### src/hdl/gcm_pkg.sv
package gcm_pkg;

  localparam int GENOME_BYTES = 16;
  localparam int BYTE_IDX_W   = $clog2(GENOME_BYTES);
  localparam int GENOME_W     = 8 * GENOME_BYTES;

  localparam logic [31:0] ZERO_SUBST = 32'h6D2B79F5;
  localparam logic [31:0] SEED_RESET = 32'd3;

  localparam int          PPM_W            = 20;
  localparam logic [19:0] PPM_SCALE        = 20'd1000000;
  localparam logic [19:0] HALF_PPM         = 20'd500000;
  localparam logic [19:0] FLIP_PPM_RESET   = 20'd50000;
  localparam logic [19:0] REDRAW_PPM_RESET = 20'd30000;

  // floor(x / 1e6) == (x * PPM_RECIP) >> RECIP_SHIFT for every 32-bit x
  localparam logic [30:0] PPM_RECIP   = 31'd1125899907;
  localparam int          RECIP_SHIFT = 50;
  localparam int          Q_W         = 13;

  localparam logic [BYTE_IDX_W-1:0] WIDE_BYTE       = 4'd4;
  localparam logic [BYTE_IDX_W-1:0] FIRST_SEL_BYTE  = 4'd5;
  localparam logic [BYTE_IDX_W-1:0] FIRST_MOD4_BYTE = 4'd13;
  localparam logic [BYTE_IDX_W-1:0] LAST_BYTE       = 4'd15;

  localparam int          CFG_IDX_W         = 2;
  localparam logic [1:0]  REG_INIT_FLIP     = 2'd0;
  localparam logic [1:0]  REG_SELECT_REDRAW = 2'd1;
  localparam logic [1:0]  REG_SEED          = 2'd2;

  typedef enum logic [2:0] {
    S_IDLE,
    S_XOVER,
    S_FLIP,
    S_SEL,
    S_SEL_VAL,
    S_FORCE_IDX,
    S_FORCE_VAL,
    S_LOAD
  } state_t;

  typedef enum logic [2:0] {
    OP_NONE,
    OP_XOVER,
    OP_FLIP,
    OP_SET,
    OP_FORCE
  } op_t;

  typedef struct packed {
    logic                  advance;
    logic                  rewind;
    logic                  load_in;
    logic                  load_out;
    op_t                   op;
    logic [BYTE_IDX_W-1:0] byte_idx;
    logic [2:0]            bit_idx;
  } dp_cmd_t;

  typedef struct packed {
    logic       draw_valid;
    logic       hit_half;
    logic       hit_flip;
    logic       hit_redraw;
    logic [3:0] draw_low;
    logic       func_in;
  } dp_status_t;

  function automatic logic [31:0] xorshift_next(input logic [31:0] s);
    logic [31:0] x;
    x = (s == 32'd0) ? ZERO_SUBST : s;
    x = x ^ (x << 13);
    x = x ^ (x >> 17);
    x = x ^ (x << 5);
    return x;
  endfunction

  // Reduce a nibble sum (at most 120) mod 5, using 16 == 1 mod 5.
  function automatic logic [2:0] mod5_fold(input logic [6:0] s);
    logic [4:0] f;
    logic [4:0] g;
    logic [4:0] r;
    f = {2'b00, s[6:4]} + {1'b0, s[3:0]};
    g = {4'b0000, f[4]} + {1'b0, f[3:0]};
    if (g >= 5'd15) begin
      r = g - 5'd15;
    end else if (g >= 5'd10) begin
      r = g - 5'd10;
    end else if (g >= 5'd5) begin
      r = g - 5'd5;
    end else begin
      r = g;
    end
    return r[2:0];
  endfunction

endpackage

### src/hdl/gcm_datapath.sv
module gcm_datapath
  import gcm_pkg::*;
(
  input  logic                 clk,
  input  logic                 rst,
  input  logic                 cfg_we,
  input  logic [CFG_IDX_W-1:0] cfg_index,
  input  logic [31:0]          cfg_data,
  input  logic [263:0]         s_tdata,
  output logic [127:0]         m_tdata,
  input  dp_cmd_t              cmd,
  output dp_status_t           st
);

  logic [PPM_W-1:0] init_flip_ppm;
  logic [PPM_W-1:0] select_redraw_ppm;
  logic [31:0]      rng_state;
  logic [31:0]      rng_stepped;

  logic             s1_valid;
  logic [31:0]      s1_draw;
  logic             s2_valid;
  logic [31:0]      s2_draw;
  logic [Q_W-1:0]   s2_q;
  logic [6:0]       s2_nib_sum;

  logic [62:0]      prod;
  logic [6:0]       nib_sum;
  logic [32:0]      q_scaled;
  logic [31:0]      rem_raw;
  logic [31:0]      rem;
  logic [2:0]       mod5;

  logic [GENOME_BYTES-1:0][7:0] child;
  logic [GENOME_BYTES-1:0][7:0] parent_b;
  logic [GENOME_BYTES-1:0][7:0] out_data;

  logic [7:0] flip_bit;
  logic [7:0] width_mask;
  logic [7:0] redraw_val;

  always_ff @(posedge clk) begin
    if (rst) begin
      init_flip_ppm     <= FLIP_PPM_RESET;
      select_redraw_ppm <= REDRAW_PPM_RESET;
    end else if (cfg_we) begin
      if (cfg_index == REG_INIT_FLIP) begin
        init_flip_ppm <= cfg_data[PPM_W-1:0];
      end
      if (cfg_index == REG_SELECT_REDRAW) begin
        select_redraw_ppm <= cfg_data[PPM_W-1:0];
      end
    end
  end

  assign rng_stepped = xorshift_next(rng_state);

  // The generator runs ahead of the consumer; rewind snaps it back to the
  // last draw actually used.
  always_ff @(posedge clk) begin
    if (rst) begin
      rng_state <= SEED_RESET;
    end else if (cfg_we && cfg_index == REG_SEED) begin
      rng_state <= cfg_data;
    end else if (cmd.rewind) begin
      rng_state <= s2_draw;
    end else if (cmd.advance) begin
      rng_state <= rng_stepped;
    end
  end

  always_ff @(posedge clk) begin
    if (rst) begin
      s1_valid <= 1'b0;
      s2_valid <= 1'b0;
    end else if (cmd.rewind) begin
      s1_valid <= 1'b0;
      s2_valid <= 1'b0;
    end else begin
      s1_valid <= cmd.advance;
      s2_valid <= s1_valid;
    end
  end

  always_comb begin
    prod    = 63'(s1_draw) * 63'(PPM_RECIP);
    nib_sum = 7'd0;
    for (int i = 0; i < 8; i++) begin
      nib_sum = nib_sum + 7'(s1_draw[4*i +: 4]);
    end
  end

  always_ff @(posedge clk) begin
    if (cmd.advance) begin
      s1_draw <= rng_stepped;
    end
    s2_draw    <= s1_draw;
    s2_q       <= prod[RECIP_SHIFT +: Q_W];
    s2_nib_sum <= nib_sum;
  end

  always_comb begin
    q_scaled = 33'(s2_q) * 33'(PPM_SCALE);
    rem_raw  = s2_draw - q_scaled[31:0];
    rem      = (rem_raw >= 32'(PPM_SCALE)) ? rem_raw - 32'(PPM_SCALE) : rem_raw;
    mod5     = mod5_fold(s2_nib_sum);
  end

  assign st.draw_valid = s2_valid;
  assign st.hit_half   = rem < 32'(HALF_PPM);
  assign st.hit_flip   = rem < 32'(init_flip_ppm);
  assign st.hit_redraw = rem < 32'(select_redraw_ppm);
  assign st.draw_low   = s2_draw[3:0];
  assign st.func_in    = s_tdata[0];

  always_comb begin
    flip_bit   = st.hit_flip ? (8'd1 << cmd.bit_idx) : 8'd0;
    width_mask = (cmd.byte_idx == WIDE_BYTE) ? 8'hFF : 8'h0F;
    redraw_val = (cmd.byte_idx < FIRST_MOD4_BYTE) ? {5'd0, mod5} : {6'd0, s2_draw[1:0]};
  end

  always_ff @(posedge clk) begin
    if (cmd.load_in) begin
      child    <= s_tdata[GENOME_W:1];
      parent_b <= s_tdata[2*GENOME_W:GENOME_W+1];
    end else begin
      unique case (cmd.op)
        OP_XOVER: begin
          if (!st.hit_half) begin
            child[cmd.byte_idx] <= parent_b[cmd.byte_idx];
          end
        end
        OP_FLIP: begin
          child[cmd.byte_idx] <= (child[cmd.byte_idx] ^ flip_bit) & width_mask;
        end
        OP_SET: begin
          child[cmd.byte_idx] <= redraw_val;
        end
        OP_FORCE: begin
          if (cmd.byte_idx < WIDE_BYTE) begin
            child[cmd.byte_idx] <= child[cmd.byte_idx] ^ (8'd1 << s2_draw[1:0]);
          end else if (cmd.byte_idx == WIDE_BYTE) begin
            child[cmd.byte_idx] <= child[cmd.byte_idx] ^ (8'd1 << s2_draw[2:0]);
          end else begin
            child[cmd.byte_idx] <= redraw_val;
          end
        end
        default: begin
        end
      endcase
    end
  end

  always_ff @(posedge clk) begin
    if (cmd.load_out) begin
      out_data <= child;
    end
  end

  assign m_tdata = out_data;

  a_rem_reduced: assert property (@(posedge clk) disable iff (rst)
    s2_valid |-> rem < 32'(PPM_SCALE))
    else $error("remainder mod 1e6 out of range");

  a_mod5_reduced: assert property (@(posedge clk) disable iff (rst)
    s2_valid |-> mod5 < 3'd5)
    else $error("remainder mod 5 out of range");

  a_rewind_flushes: assert property (@(posedge clk) disable iff (rst)
    cmd.rewind |=> !s1_valid && !s2_valid)
    else $error("draw pipeline not flushed on rewind");

endmodule

### src/hdl/gcm_ctrl.sv
module gcm_ctrl
  import gcm_pkg::*;
(
  input  logic       clk,
  input  logic       rst,
  input  logic       s_tvalid,
  output logic       s_tready,
  output logic       m_tvalid,
  input  logic       m_tready,
  input  dp_status_t st,
  output dp_cmd_t    cmd
);

  state_t                state;
  state_t                state_next;
  logic [BYTE_IDX_W-1:0] byte_idx;
  logic [BYTE_IDX_W-1:0] byte_idx_next;
  logic [2:0]            bit_idx;
  logic [2:0]            bit_idx_next;
  logic                  changed;
  logic                  changed_next;
  logic                  out_valid;
  logic                  last_bit;

  always_ff @(posedge clk) begin
    if (rst) begin
      state    <= S_IDLE;
      byte_idx <= '0;
      bit_idx  <= '0;
      changed  <= 1'b0;
    end else begin
      state    <= state_next;
      byte_idx <= byte_idx_next;
      bit_idx  <= bit_idx_next;
      changed  <= changed_next;
    end
  end

  always_ff @(posedge clk) begin
    if (rst) begin
      out_valid <= 1'b0;
    end else if (cmd.load_out) begin
      out_valid <= 1'b1;
    end else if (m_tready) begin
      out_valid <= 1'b0;
    end
  end

  assign s_tready = (state == S_IDLE);
  assign m_tvalid = out_valid;
  assign last_bit = (byte_idx == WIDE_BYTE) ? (bit_idx == 3'd7) : (bit_idx == 3'd3);

  always_comb begin
    state_next    = state;
    byte_idx_next = byte_idx;
    bit_idx_next  = bit_idx;
    changed_next  = changed;
    cmd           = '0;
    cmd.op        = OP_NONE;
    cmd.byte_idx  = byte_idx;
    cmd.bit_idx   = bit_idx;

    unique case (state)
      S_IDLE: begin
        if (s_tvalid) begin
          cmd.load_in   = 1'b1;
          byte_idx_next = '0;
          bit_idx_next  = '0;
          changed_next  = 1'b0;
          state_next    = st.func_in ? S_XOVER : S_FLIP;
        end
      end
      S_XOVER: begin
        cmd.advance = 1'b1;
        if (st.draw_valid) begin
          cmd.op = OP_XOVER;
          if (byte_idx == LAST_BYTE) begin
            byte_idx_next = '0;
            state_next    = S_FLIP;
          end else begin
            byte_idx_next = byte_idx + 1'b1;
          end
        end
      end
      S_FLIP: begin
        cmd.advance = 1'b1;
        if (st.draw_valid) begin
          cmd.op = OP_FLIP;
          if (st.hit_flip) begin
            changed_next = 1'b1;
          end
          if (last_bit) begin
            bit_idx_next = '0;
            if (byte_idx == WIDE_BYTE) begin
              byte_idx_next = FIRST_SEL_BYTE;
              state_next    = S_SEL;
            end else begin
              byte_idx_next = byte_idx + 1'b1;
            end
          end else begin
            bit_idx_next = bit_idx + 1'b1;
          end
        end
      end
      S_SEL: begin
        cmd.advance = 1'b1;
        if (st.draw_valid) begin
          if (st.hit_redraw) begin
            changed_next = 1'b1;
            state_next   = S_SEL_VAL;
          end else if (byte_idx == LAST_BYTE) begin
            if (changed) begin
              cmd.advance = 1'b0;
              cmd.rewind  = 1'b1;
              state_next  = S_LOAD;
            end else begin
              state_next = S_FORCE_IDX;
            end
          end else begin
            byte_idx_next = byte_idx + 1'b1;
          end
        end
      end
      S_SEL_VAL: begin
        cmd.advance = 1'b1;
        if (st.draw_valid) begin
          cmd.op = OP_SET;
          if (byte_idx == LAST_BYTE) begin
            cmd.advance = 1'b0;
            cmd.rewind  = 1'b1;
            state_next  = S_LOAD;
          end else begin
            byte_idx_next = byte_idx + 1'b1;
            state_next    = S_SEL;
          end
        end
      end
      S_FORCE_IDX: begin
        cmd.advance = 1'b1;
        if (st.draw_valid) begin
          byte_idx_next = st.draw_low;
          state_next    = S_FORCE_VAL;
        end
      end
      S_FORCE_VAL: begin
        cmd.advance = 1'b1;
        if (st.draw_valid) begin
          cmd.op      = OP_FORCE;
          cmd.advance = 1'b0;
          cmd.rewind  = 1'b1;
          state_next  = S_LOAD;
        end
      end
      S_LOAD: begin
        // wait until the output register is free
        if (!out_valid || m_tready) begin
          cmd.load_out = 1'b1;
          state_next   = S_IDLE;
        end
      end
      default: begin
        state_next = S_IDLE;
      end
    endcase
  end

  a_idle_drained: assert property (@(posedge clk) disable iff (rst)
    state == S_IDLE |-> !st.draw_valid)
    else $error("draws in flight while idle");

  a_accept_starts: assert property (@(posedge clk) disable iff (rst)
    s_tvalid && s_tready |=> state != S_IDLE)
    else $error("accepted item did not start work");

  a_out_held: assert property (@(posedge clk) disable iff (rst)
    out_valid && !m_tready |=> out_valid)
    else $error("stalled result dropped");

endmodule

### src/hdl/genome_crossover_mutation.sv
// Genome crossover and mutation engine.
// Input stream (s_tvalid/s_tready/s_tdata): one item per child request,
// holding func and two 16-byte parent genomes. Output stream
// (m_tvalid/m_tready/m_tdata): one child genome per input item, in order.
// Configuration port (cfg_we/cfg_index/cfg_data): index 0 init flip ppm,
// 1 select redraw ppm, 2 seed (reloads the generator); write while idle.
// An xorshift generator that runs ahead of the consumer feeds a three-stage
// draw pipeline (state, reciprocal multiply, remainder and compare) that
// delivers one draw per cycle to the controller while it asserts advance;
// the controller interprets each draw. An item consumes 24 flip draws,
// 11 redraw chances, one extra per redraw, plus 16 crossover draws when
// func is 1, plus 2 when nothing changed; one item is in work at a time.
// The result sits in an output register: a new item is accepted while it
// waits, and a stalled receiver only holds the next result in its last step.
// Reset (rst, synchronous) restores the register defaults and seed 3.
module genome_crossover_mutation
  import gcm_pkg::*;
(
  input  logic                 clk,
  input  logic                 rst,
  input  logic                 s_tvalid,
  output logic                 s_tready,
  // func[0], parent_a_low[64:1], parent_a_high[128:65],
  // parent_b_low[192:129], parent_b_high[256:193], zero pad [263:257]
  input  logic [263:0]         s_tdata,
  output logic                 m_tvalid,
  input  logic                 m_tready,
  // child_low[63:0], child_high[127:64]
  output logic [127:0]         m_tdata,
  input  logic                 cfg_we,
  input  logic [CFG_IDX_W-1:0] cfg_index,
  input  logic [31:0]          cfg_data
);

  dp_cmd_t    cmd;
  dp_status_t st;

  gcm_ctrl u_ctrl (
    .clk      (clk),
    .rst      (rst),
    .s_tvalid (s_tvalid),
    .s_tready (s_tready),
    .m_tvalid (m_tvalid),
    .m_tready (m_tready),
    .st       (st),
    .cmd      (cmd)
  );

  gcm_datapath u_datapath (
    .clk       (clk),
    .rst       (rst),
    .cfg_we    (cfg_we),
    .cfg_index (cfg_index),
    .cfg_data  (cfg_data),
    .s_tdata   (s_tdata),
    .m_tdata   (m_tdata),
    .cmd       (cmd),
    .st        (st)
  );

endmodule

### config.mk
export PLATFORM = sky130hd
export DESIGN_NAME = genome_crossover_mutation
export DESIGN_NICKNAME = d
export VERILOG_FILES = /design/src/hdl/gcm_pkg.sv /design/src/hdl/gcm_datapath.sv /design/src/hdl/gcm_ctrl.sv /design/src/hdl/genome_crossover_mutation.sv
export SDC_FILE = /design/constraint.sdc
export NUM_CORES = 2
export LEC_CHECK = 0
export BUFFER_PORTS_ARGS = -buffer_cell sky130_fd_sc_hd__buf_2
export CORE_MARGIN = 4
export CORE_UTILIZATION = 60
export DETAILED_ROUTE_END_ITERATION = 8
export PLACE_DENSITY = 0.8
export SETUP_SLACK_MARGIN = 0.5
export SLEW_MARGIN = 15
export SYNTH_ARGS = -nofsm -noshare
export SYNTH_HDL_FRONTEND = slang
export SYNTH_SLANG_ARGS = --single-unit
### constraint.sdc
create_clock -name clk -period 12.1 [get_ports clk]
set_input_delay 2.42 -clock clk [delete_from_list [all_inputs] [get_ports clk]]
set_output_delay 2.42 -clock clk [all_outputs]
set_load 0.01 [all_outputs]
==> impl_metrics.csv <==
group,metric,value,unit
critical_path,r2r-start,"u_datapath.s2_q[1]$_DFF_P_",
clock_network,cts_buffers,56,
detailed_routing,drt-total-wl,143,mm
synth,yosysMostFrequentCell,"inv_1",
worst_hold_path,hold_path.class,"reg -> reg",
sta,max_freq,0.0923,GHz
floorplanning,core-area,77800,sq um
worst_hold_path,min_path_cells,0,
floorplanning,rows,102,
floorplanning,ios,433,
detailed_routing,drc,1,
grt,grt_pass1_vias,37100,
synth,synth_seq_area_share,32.2,%
synth,synth_edf_count,416,
synth,synth_largest_area_cell,"edfxtp_1",
sta,rsz0062_at_grt,"no",
grt,grt_overflow,0,
critical_path,worstReg2RegEnd,"u_datapath.child[89]$_DFFE_PP_",
outcome,status,"complete, but fails checks",
detailed_routing,viasPerCell,6.40,
synth,ys_top_cells_by_count,"650 x inv_1, 536 x ha_1, 455 x fa_1",
critical_path,crit_slowest_cell,"fa_1",
synth,synth_top_area_share,26.3,%
clock_network,cts_tree,"built",
floorplanning,die_w,289,microns
finish,area_growth,11.0,%
critical_path,crit_top_cell,"a21oi_1",
run,drv_cap,0,
synth,yosys.area_share.simple,7.88,%
synth,synth_warnings,0,
floorplanning,die_y,289,microns
floorplanning,start_util,60.9,%
critical_path,cp_data_required_time,12490,ps
synth,synthCells,4314,
placement,io_buffers,425,
detailed_routing,drt_iter0_drc,5074,
finish,drive_gt1_share,15.8,%
sta,tightest_slew,1250,ps
critical_path,start_kind,"register",
detailed_routing,wl_per_cell,24.8,microns
floorplanning,die-area,83600,sq um
sta,hold_violations,0,
clock_network,cts_root_buf,"clkbuf_16",
grt,grt_usage,33.9,%
critical_path,crit_arrival,11230,ps
detailed_routing,antenna_left,0,
sta,maxSlewHeadroom,16.4,%
critical_path,cp-end-kind,"register",
synth,syn_nets,5608,
clock_network,clock_path_buffers,3,
sta,fin_setup_tns,0,ps
grt,antenna_found_initial,25,
critical_path,critical_path_class,"reg -> reg",
worst_hold_path,hold-path-endpoint,"u_datapath.s2_draw[7]$_DFF_P_",
synth,synth_area_leaders,"edfxtp_1 26%, fa_1 19%, ha_1 14%, dfxtp_1 5.8%, inv_1 5.1%",
sta,setup_viol,0,
outcome,violations,"design-rule violations",
placement,dp_hpwl,110,mm
clock_network,path_clk_slew,80,ps
synth,muxShareOfSynthArea,4.78,%
detailed_routing,first_pass_iters,9,
critical_path,ff2ff_path_depth,46,
finish,nets,5963,
sta,period_share,89.6,%
placement,globalplace.congestion,1.01,
clock_network,cts_hold_buf,0,
sta,skew,42.6,ps
synth,synth_cell_types,107,
sta,period_needed,10840,ps
grt,grt_max_degree,98,
detailed_routing,num_vias,37000,
grt,grt_pass1_wl,217,mm
synth,synth_compound_area_share,12.2,%
synth,synthAdderAreaFrac,33.3,%
critical_path,max_stage_delay,610,ps
synth,synth-xor-area-share,2.80,%
synth,async_flop_share,0,%
synth,syn_avg_cell_area,11.0,sq um
worst_hold_path,holdCritStartpoint,"u_datapath.s1_draw[7]$_DFFE_PP_",
sta,slew_violations,0,
critical_path,worstPathMaxFanout,9,
clock_network,clk_latency,650,ps
synth,synth_top_family_by_area,"adder cells",
synth,ys.flop_type,"edfxtp_1",
clock_network,clock-sinks,554,
clock_network,htreeDepth,2,
synth,synth_area,47400,sq um
sta,whs,369,ps
synth,synth-seq-cells,554,
critical_path,rrSetupSlack,1260,ps
-- timing repair --
item / 4_1_cts / 5_1_grt
gates resized for setup: 0 / 24
endpoints found under the setup margin: 0 / 82
setup buffers: 0 / 5
-- worst max path at each step --
stage,endpoint,cells after the start,start
after floorplan,u_datapath.s1_draw[0]$_DFFE_PP_,39,u_datapath.s2_q[1]$_DFF_P_
after CTS,u_datapath.child[39]$_DFFE_PP_,45,u_datapath.s2_q[1]$_DFF_P_
final,u_datapath.child[89]$_DFFE_PP_,46,u_datapath.s2_q[1]$_DFF_P_
after global routing,u_datapath.child[99]$_DFFE_PP_,46,u_datapath.s2_q[1]$_DFF_P_
after global placement,u_datapath.child[39]$_DFFE_PP_,45,u_datapath.s2_q[1]$_DFF_P_
after detailed placement,u_datapath.child[39]$_DFFE_PP_,45,u_datapath.s2_q[1]$_DFF_P_
-- flip-flops by register name, indices dropped and copies added, names as in the netlist, 4 cells and up --
register,flops
u_datapath.child,128
u_datapath.s2_nib_sum,7
u_datapath.s2_q,13
u_datapath.rng_state,32
u_ctrl.byte_idx,4
u_datapath.init_flip_ppm,20
u_datapath.parent_b,128
u_datapath.m_tdata,128
u_datapath.select_redraw_ppm,20
u_datapath.s2_draw,32
u_datapath.s1_draw,32
-- cell families (layout without fill, tap and decap cells) --
logic type                 count (synthesis)  count (layout)
xor gates and xnor gates                 149             149
AOI/OAI and AO/OA                        856             856
and+or+nand+nor                          801             801
muxes                                    126             126
other                                      0              24
adders and majority gates                991             991
buffers and inverters                    837            1236
DFF                                      554             554
-- through the flow --
| stage | std cells | area [sq um] | util (%) | worst slack, ps |
|---|---|---|---|---|
| finish | 5777 | 52600 | 67.6 | 1260 |
| detailed placement | 5644 | 50500 | 64.9 | 827 |
| CTS | 5746 | 52400 | 67.3 | 747 |
| global route | 5772 | 52600 | 67.6 | 495 |
| global placement | 5644 | 50500 | 64.9 | 1070 |
| floorplan | 4314 | 47400 | - | 1030 |
-- per-layer routing --
metal / vias to the layer above / global-route usage (%) / routed length, microns
met5: - / 0 / 0
met4: 0 / 16.5 / 8790
met3: 576 / 7.38 / 16600
met2: 2580 / 52.5 / 65600
met1: 17900 / 45.7 / 52500
li1: 15900 / - / -
-- worst max-delay path, delay by kind of cell, from the launching register on --
family,cells,cell delay [ps]
buffers and inverters,6,640
multiplexers,1,140
AND/OR/NAND/NOR,10,1830
XOR/XNOR,4,840
AO/OA/AOI/OAI,17,3380
adder cells (fa/ha/maj),8,3330
flip-flops,1,430
-- cell usage in the layout, fill, tap and decap left out, drive strengths merged, types with 7 or more instances in the layout --
master   Yosys  routed
inv        651     657
ha         536     536
buf         47     482
fa         455     455
edfxtp     416     416
nor2       289     289
a21oi      257     257
nand2      203     203
dfxtp      138     138
o21ai      138     138
xnor2       88      88
mux4        80      80
nor3        74      74
nand3       69      69
clkbuf     139      63
o22ai       61      61
xor2        60      60
a221oi      56      56
a22oi       54      54
a211oi      48      48
mux2i       42      42
a21o        41      41
a211o       27      27
and3        27      27
diode        0      24
nor2b       23      23
and2        22      22
o211ai      21      21
clkinv       0      21
a31oi       19      19
nor4        19      19
nand2b      18      18
o21a        18      18
nand4       18      18
o221ai      17      17
o31ai       17      17
a2111oi     14      14
o21bai      11      11
or3         11      11
bufinv       0       7
-- area by class of cell --
class                           instances  area, sq um
Inverter                              651         2450
Clock buffer                           62         1430
Timing Repair Buffer                  483         2580
Sequential cell                       554        15300
Clock inverter                         40          459
Fill cell                            5803        25200
Multi-Input combinational cell       2923        29100
Antenna cell                           24         60.1
Tap cell                             1040         1300
Power is not shown: default switching activity piles up to over one toggle a cycle in this logic, so the estimate is an artifact.
